[config.mk]
export PLATFORM = sky130hd
export DESIGN_NAME = ect_cross
export DESIGN_NICKNAME = d
export VERILOG_FILES = /design/src/hdl/ect_pkg.sv /design/src/hdl/ect_cross.sv
export SDC_FILE = /design/constraint.sdc
export NUM_CORES = 2
export LEC_CHECK = 0
export ABC_AREA = 1
export BUFFER_PORTS_ARGS = -buffer_cell sky130_fd_sc_hd__buf_2
export CORE_MARGIN = 1.5
export CORE_UTILIZATION = 56
export CTS_CLUSTER_DIAMETER = 100
export DETAILED_ROUTE_END_ITERATION = 12
export HOLD_SLACK_MARGIN = 0.05
export PLACE_DENSITY = 0.83
export SLEW_MARGIN = 25
export SYNTH_ARGS = -nofsm -noshare
export SYNTH_HDL_FRONTEND = slang
export SYNTH_SLANG_ARGS = --single-unit
[constraint.sdc]
create_clock -name clk -period 11.61 [get_ports clk]
set_clock_uncertainty 0.1 [all_clocks]
set_input_delay 1.7415 -clock clk [delete_from_list [all_inputs] [get_ports clk]]
set_output_delay 1.7415 -clock clk [all_outputs]
set_load 0.01 [all_outputs]
[src/hdl/ect_pkg.sv]
// Package for the ear clip triangulator: sizes, types and state codes.
// No dependencies.
`timescale 1ns / 1ps
package ect_pkg;
  localparam int MaxVertsDefault = 16;
  localparam int CoordW = 24;

  typedef logic signed [CoordW-1:0] coord_t;

  // Sequencer states, one-hot
  typedef enum logic [13:0] {
    S_LOAD   = 14'b00000000000001,
    S_CLOSE  = 14'b00000000000010,
    S_AREA   = 14'b00000000000100,
    S_REV    = 14'b00000000001000,
    S_INIT   = 14'b00000000010000,
    S_CORNER = 14'b00000000100000,
    S_CVX    = 14'b00000001000000,
    S_SCAN   = 14'b00000010000000,
    S_TRI    = 14'b00000100000000,
    S_EMIT   = 14'b00001000000000,
    S_SHIFT  = 14'b00010000000000,
    S_FAN    = 14'b00100000000000,
    S_FEMIT  = 14'b01000000000000,
    S_DONE   = 14'b10000000000000
  } state_t;
endpackage

[src/hdl/ect_cross.sv]
// Shared cross product unit: (a-o) x (b-o), products registered, then subtracted.
// Uses ect_pkg.
`timescale 1ns / 1ps
module ect_cross (
  input  logic clk,
  input  ect_pkg::coord_t ox,
  input  ect_pkg::coord_t oz,
  input  ect_pkg::coord_t ax,
  input  ect_pkg::coord_t az,
  input  ect_pkg::coord_t bx,
  input  ect_pkg::coord_t bz,
  output logic signed [51:0] prod
);
  logic signed [24:0] dax, daz, dbx, dbz;
  logic signed [49:0] p1, p2;

  always_comb begin
    dax = 25'(ax) - 25'(ox);
    daz = 25'(az) - 25'(oz);
    dbx = 25'(bx) - 25'(ox);
    dbz = 25'(bz) - 25'(oz);
  end

  // register products, then subtract
  always_ff @(posedge clk) begin
    p1 <= dax * dbz;
    p2 <= daz * dbx;
  end

  assign prod = 52'(p1) - 52'(p2);
endmodule

==> results.txt <==
----------------------------------------------------
[Outcome]
  Status ... finished, final reports clean

[STA]
  Sum Neg Setup Slack ... 0 ns
  Slew at the pin with the worst max-slew slack ... 1.125 ns
  Unrepaired setup endpoints after global routing ... no
  Worst slew margin relative to its limit ... 0.2493
  Final critical delay including setup and external delays ... a little over 10 ns
  Final count of negative-setup-slack endpoints ... 0
  Fin crit share ... 0.8685
  Final Slew Violations ... 0
  Final hold viol count ... 0
  Max frequency ... 99.18 MHz

[Drt]
  Post-detailed-route via-to-cell ratio ... 5.549
  Total via count in the routed design ... 55010
  Mean routed wirelength per cell ... 21.21 um
  Final antenna-violating net count ... 0
  Final wirelength ... 210300 um
  DRC viols ... 0
  Initial DRC Count ... 5157
  First-pass iteration count of the detailed router ... 8

[Clock tree]
  Clk slew on worst S/H paths ... 0.08 ns
  Total of hold buffers inserted after clock tree synthesis ... 0
  Cells resized by post-CTS repair ... 0
  Number of buffers inserted to repair setup after CTS ... 0
  Root Buffer Master ... sky130_fd_sc_hd__clkbuf_16
  Number of buffers created by CTS ... 9
  Bufs on Longest Clock Path ... 2
  CTS tree ... built
  Clock Sink Count ... 100
  H-tree lvl count ... 3

[Global route]
  First-pass GRT wire length ... 326200 um
  Total gr overflow ... 0
  Global routing usage summed across all routing layers ... 0.3859
  Number of antenna violations at the first check in global routing ... 1
  Vias in the first global route ... a little under 60000
  Pin count of the biggest net entering global routing ... 26

[Synth]
  Post-synthesis compound-gate area fraction ... 0.02971
  Flop and latch count out of synthesis ... 100
  Total nets after synthesis ... 10290
  Mapped Area ... 61310 um2
  Mean cell area of the mapped netlist ... 7.307 um2
  Count of flip-flops with a built-in enable after synthesis ... 0
  Synth Flop Type ... sky130_fd_sc_hd__dfxtp_1
  Gate count after technology mapping ... 8391
  Proportion of register bits with asynchronous set or reset after synthesis ... 0
  Simple-gate share of the synthesized area ... 0.2457
  Adder-cell area share of the yosys netlist ... 0.5187
  Sequential area share after synthesis ... 0.03265
  Multiplexer share of the synthesized area ... 0
  Yosys cell types ... 50
  Main combinational cell family by area after synthesis ... adder cells
  XOR/XNOR Fraction of Synth Area ... 0.02445
  Yosys warning total ... 0

[Placed design]
  GPL Wtd Cong ... between 1 and 1.5
  Port Buffers ... ~200
  DP Wirelength ... around 180000 um

[Floorplanning]
  Vertical die dimension ... between 300 and 400 um
  Io pins ... 197
  Floorplan core area ... 108700 um2
  Chip width ... 333.9 um
  Initial standard-cell utilization of the core ... 0.5640
  Die area ... 111500 um2
  Std cell rows ... 121

[Worst setup path]
  Delay of the slowest cell on the worst path ... slightly above 0.7 ns
  Cell with the largest stage delay on the worst path ... sky130_fd_sc_hd__fa_1
  Worst-path fanout max ... 17
  Arrival time of the worst setup path ... 10.23 ns
  Buf/Inv on CP ... 6
  Kind of cell with the highest combined delay on the critical path ... adder cells
  Worst path required time ... 11.76 ns
  Category of the critical setup timing path ... primary input to flop
  Launching element type of the critical path ... primary input
  Category of the worst setup path capture point ... flop

[Run]
  Number of max-cap violations ... 0

[Layout]
  Layout Area Growth over Synthesis ... 4.275%
  Total Nets Final ... just over 10000
  Filler cells ... 10050
  Final cell utilization of the core ... 0.5882
  Fraction of layout instances using a drive strength above 1 ... 0.05342

[Min path]
  Class of the worst hold path ... primary input to flop

----------------------------------------------------
[routing by layer]
layer	up-vias	global-route usage	part of all wire
li1	24430	-	-
met1	26720	0.4810	0.38
met2	3051	0.6295	0.45
met3	810	0.07579	0.098
met4	0	0.2179	0.071
met5	-	0	0
[registers in the layout (all words and copies together) (netlist names)]
name / flops
p2: 50
p1: 50
[cells by family (layout without fill, tap and decap cells)]
| group | Yosys count | in the layout |
|---|---|---|
| compound gates | 337 | 337 |
| xor+xnor | 139 | 139 |
| fa+ha+maj | 1749 | 1749 |
| buf+inv | 2337 | 2445 |
| flops | 100 | 100 |
| other cells | 0 | 2 |
| simple gates | 3729 | 3729 |
[worst paths after layout]
path	startpoint	end	cells past startpoint	slack (ns)
max	az[0]	p2[39]	32	1.53
min	oz[0]	p1[0]	4	2.18
[tightest hold or removal path, cell delays in order]
cell and delay (ns):
sky130_fd_sc_hd__buf_2 0.11, sky130_fd_sc_hd__ha_1 0.17, sky130_fd_sc_hd__buf_4 0.37, sky130_fd_sc_hd__nor2_1 0.13
[final cells by class]
class                   instances  area [um2]  share of cell area
inverters                    2178        8180              0.1280
repair buffers                252        1401             0.02192
clock buffers                  10       229.0            0.003581
well taps                    1414        1769             0.02767
diodes                          2       5.005          0.00007828
clock inverters                 5       85.08            0.001331
flip-flops and latches        100        2002             0.03131
multi-input cells            5954       50260              0.7862
[through the flow]
step	instances	hold WS (ns)	setup WS [ns]	cell area, um2
global route	9914	2.137	1.024	63930
floorplan	8391	2.059	2.627	61310
detailed placement	9898	2.311	1.216	63610
global placement	9898	2.291	1.354	63610
CTS	9913	2.113	1.584	63930
finish	9915	2.183	1.527	63930
[cells in the mapped netlist (4+ instances only)]
| library cell | n | share of area |
|---|---|---|
| sky130_fd_sc_hd__o21ai_1 | 6 | 0.00049 |
| sky130_fd_sc_hd__xor2_1 | 67 | 0.0096 |
| sky130_fd_sc_hd__nand2_2 | 41 | 0.0042 |
| sky130_fd_sc_hd__buf_6 | 18 | 0.0033 |
| sky130_fd_sc_hd__inv_1 | 2139 | 0.13 |
| sky130_fd_sc_hd__xnor2_1 | 48 | 0.0069 |
| sky130_fd_sc_hd__dfxtp_1 | 100 | 0.033 |
| sky130_fd_sc_hd__nand4_1 | 110 | 0.011 |
| sky130_fd_sc_hd__nand3_2 | 6 | 0.00098 |
| sky130_fd_sc_hd__nor2_1 | 845 | 0.052 |
| sky130_fd_sc_hd__ha_1 | 428 | 0.087 |
| sky130_fd_sc_hd__a21oi_2 | 4 | 0.00057 |
| sky130_fd_sc_hd__xor2_2 | 12 | 0.0032 |
| sky130_fd_sc_hd__or2_2 | 6 | 0.00061 |
| sky130_fd_sc_hd__a21oi_1 | 221 | 0.018 |
| sky130_fd_sc_hd__o21bai_1 | 23 | 0.0028 |
| sky130_fd_sc_hd__inv_2 | 35 | 0.0021 |
| sky130_fd_sc_hd__nand3b_1 | 8 | 0.00098 |
| sky130_fd_sc_hd__and3_1 | 4 | 0.00041 |
| sky130_fd_sc_hd__fa_1 | 1321 | 0.43 |
| sky130_fd_sc_hd__and2_1 | 7 | 0.00071 |
| sky130_fd_sc_hd__nor3_1 | 34 | 0.0028 |
| sky130_fd_sc_hd__nand2_1 | 2370 | 0.15 |
| sky130_fd_sc_hd__o21ai_0 | 65 | 0.0053 |
| sky130_fd_sc_hd__nand3_1 | 233 | 0.019 |
| sky130_fd_sc_hd__xor2_4 | 9 | 0.0040 |
| sky130_fd_sc_hd__clkbuf_1 | 41 | 0.0025 |
| sky130_fd_sc_hd__a21o_1 | 9 | 0.0011 |
| sky130_fd_sc_hd__buf_2 | 69 | 0.0056 |
| sky130_fd_sc_hd__nor2_2 | 41 | 0.0042 |
| sky130_fd_sc_hd__buf_4 | 30 | 0.0037 |
| sky130_fd_sc_hd__nand2_4 | 10 | 0.0018 |
[layout by cell type, fill, tap and decap left out, drive strengths merged, types with 100 or more instances in the layout]
| master | netlist | final |
|---|---|---|
| nand2 | 2421 | 2421 |
| inv | 2176 | 2177 |
| fa | 1321 | 1321 |
| nor2 | 888 | 888 |
| ha | 428 | 428 |
| buf | 118 | 252 |
| nand3 | 239 | 239 |
| a21oi | 227 | 227 |
| nand4 | 110 | 110 |
| dfxtp | 100 | 100 |
Power is not shown: default switching activity piles up to over one toggle a cycle in this logic, so the estimate is an artifact.
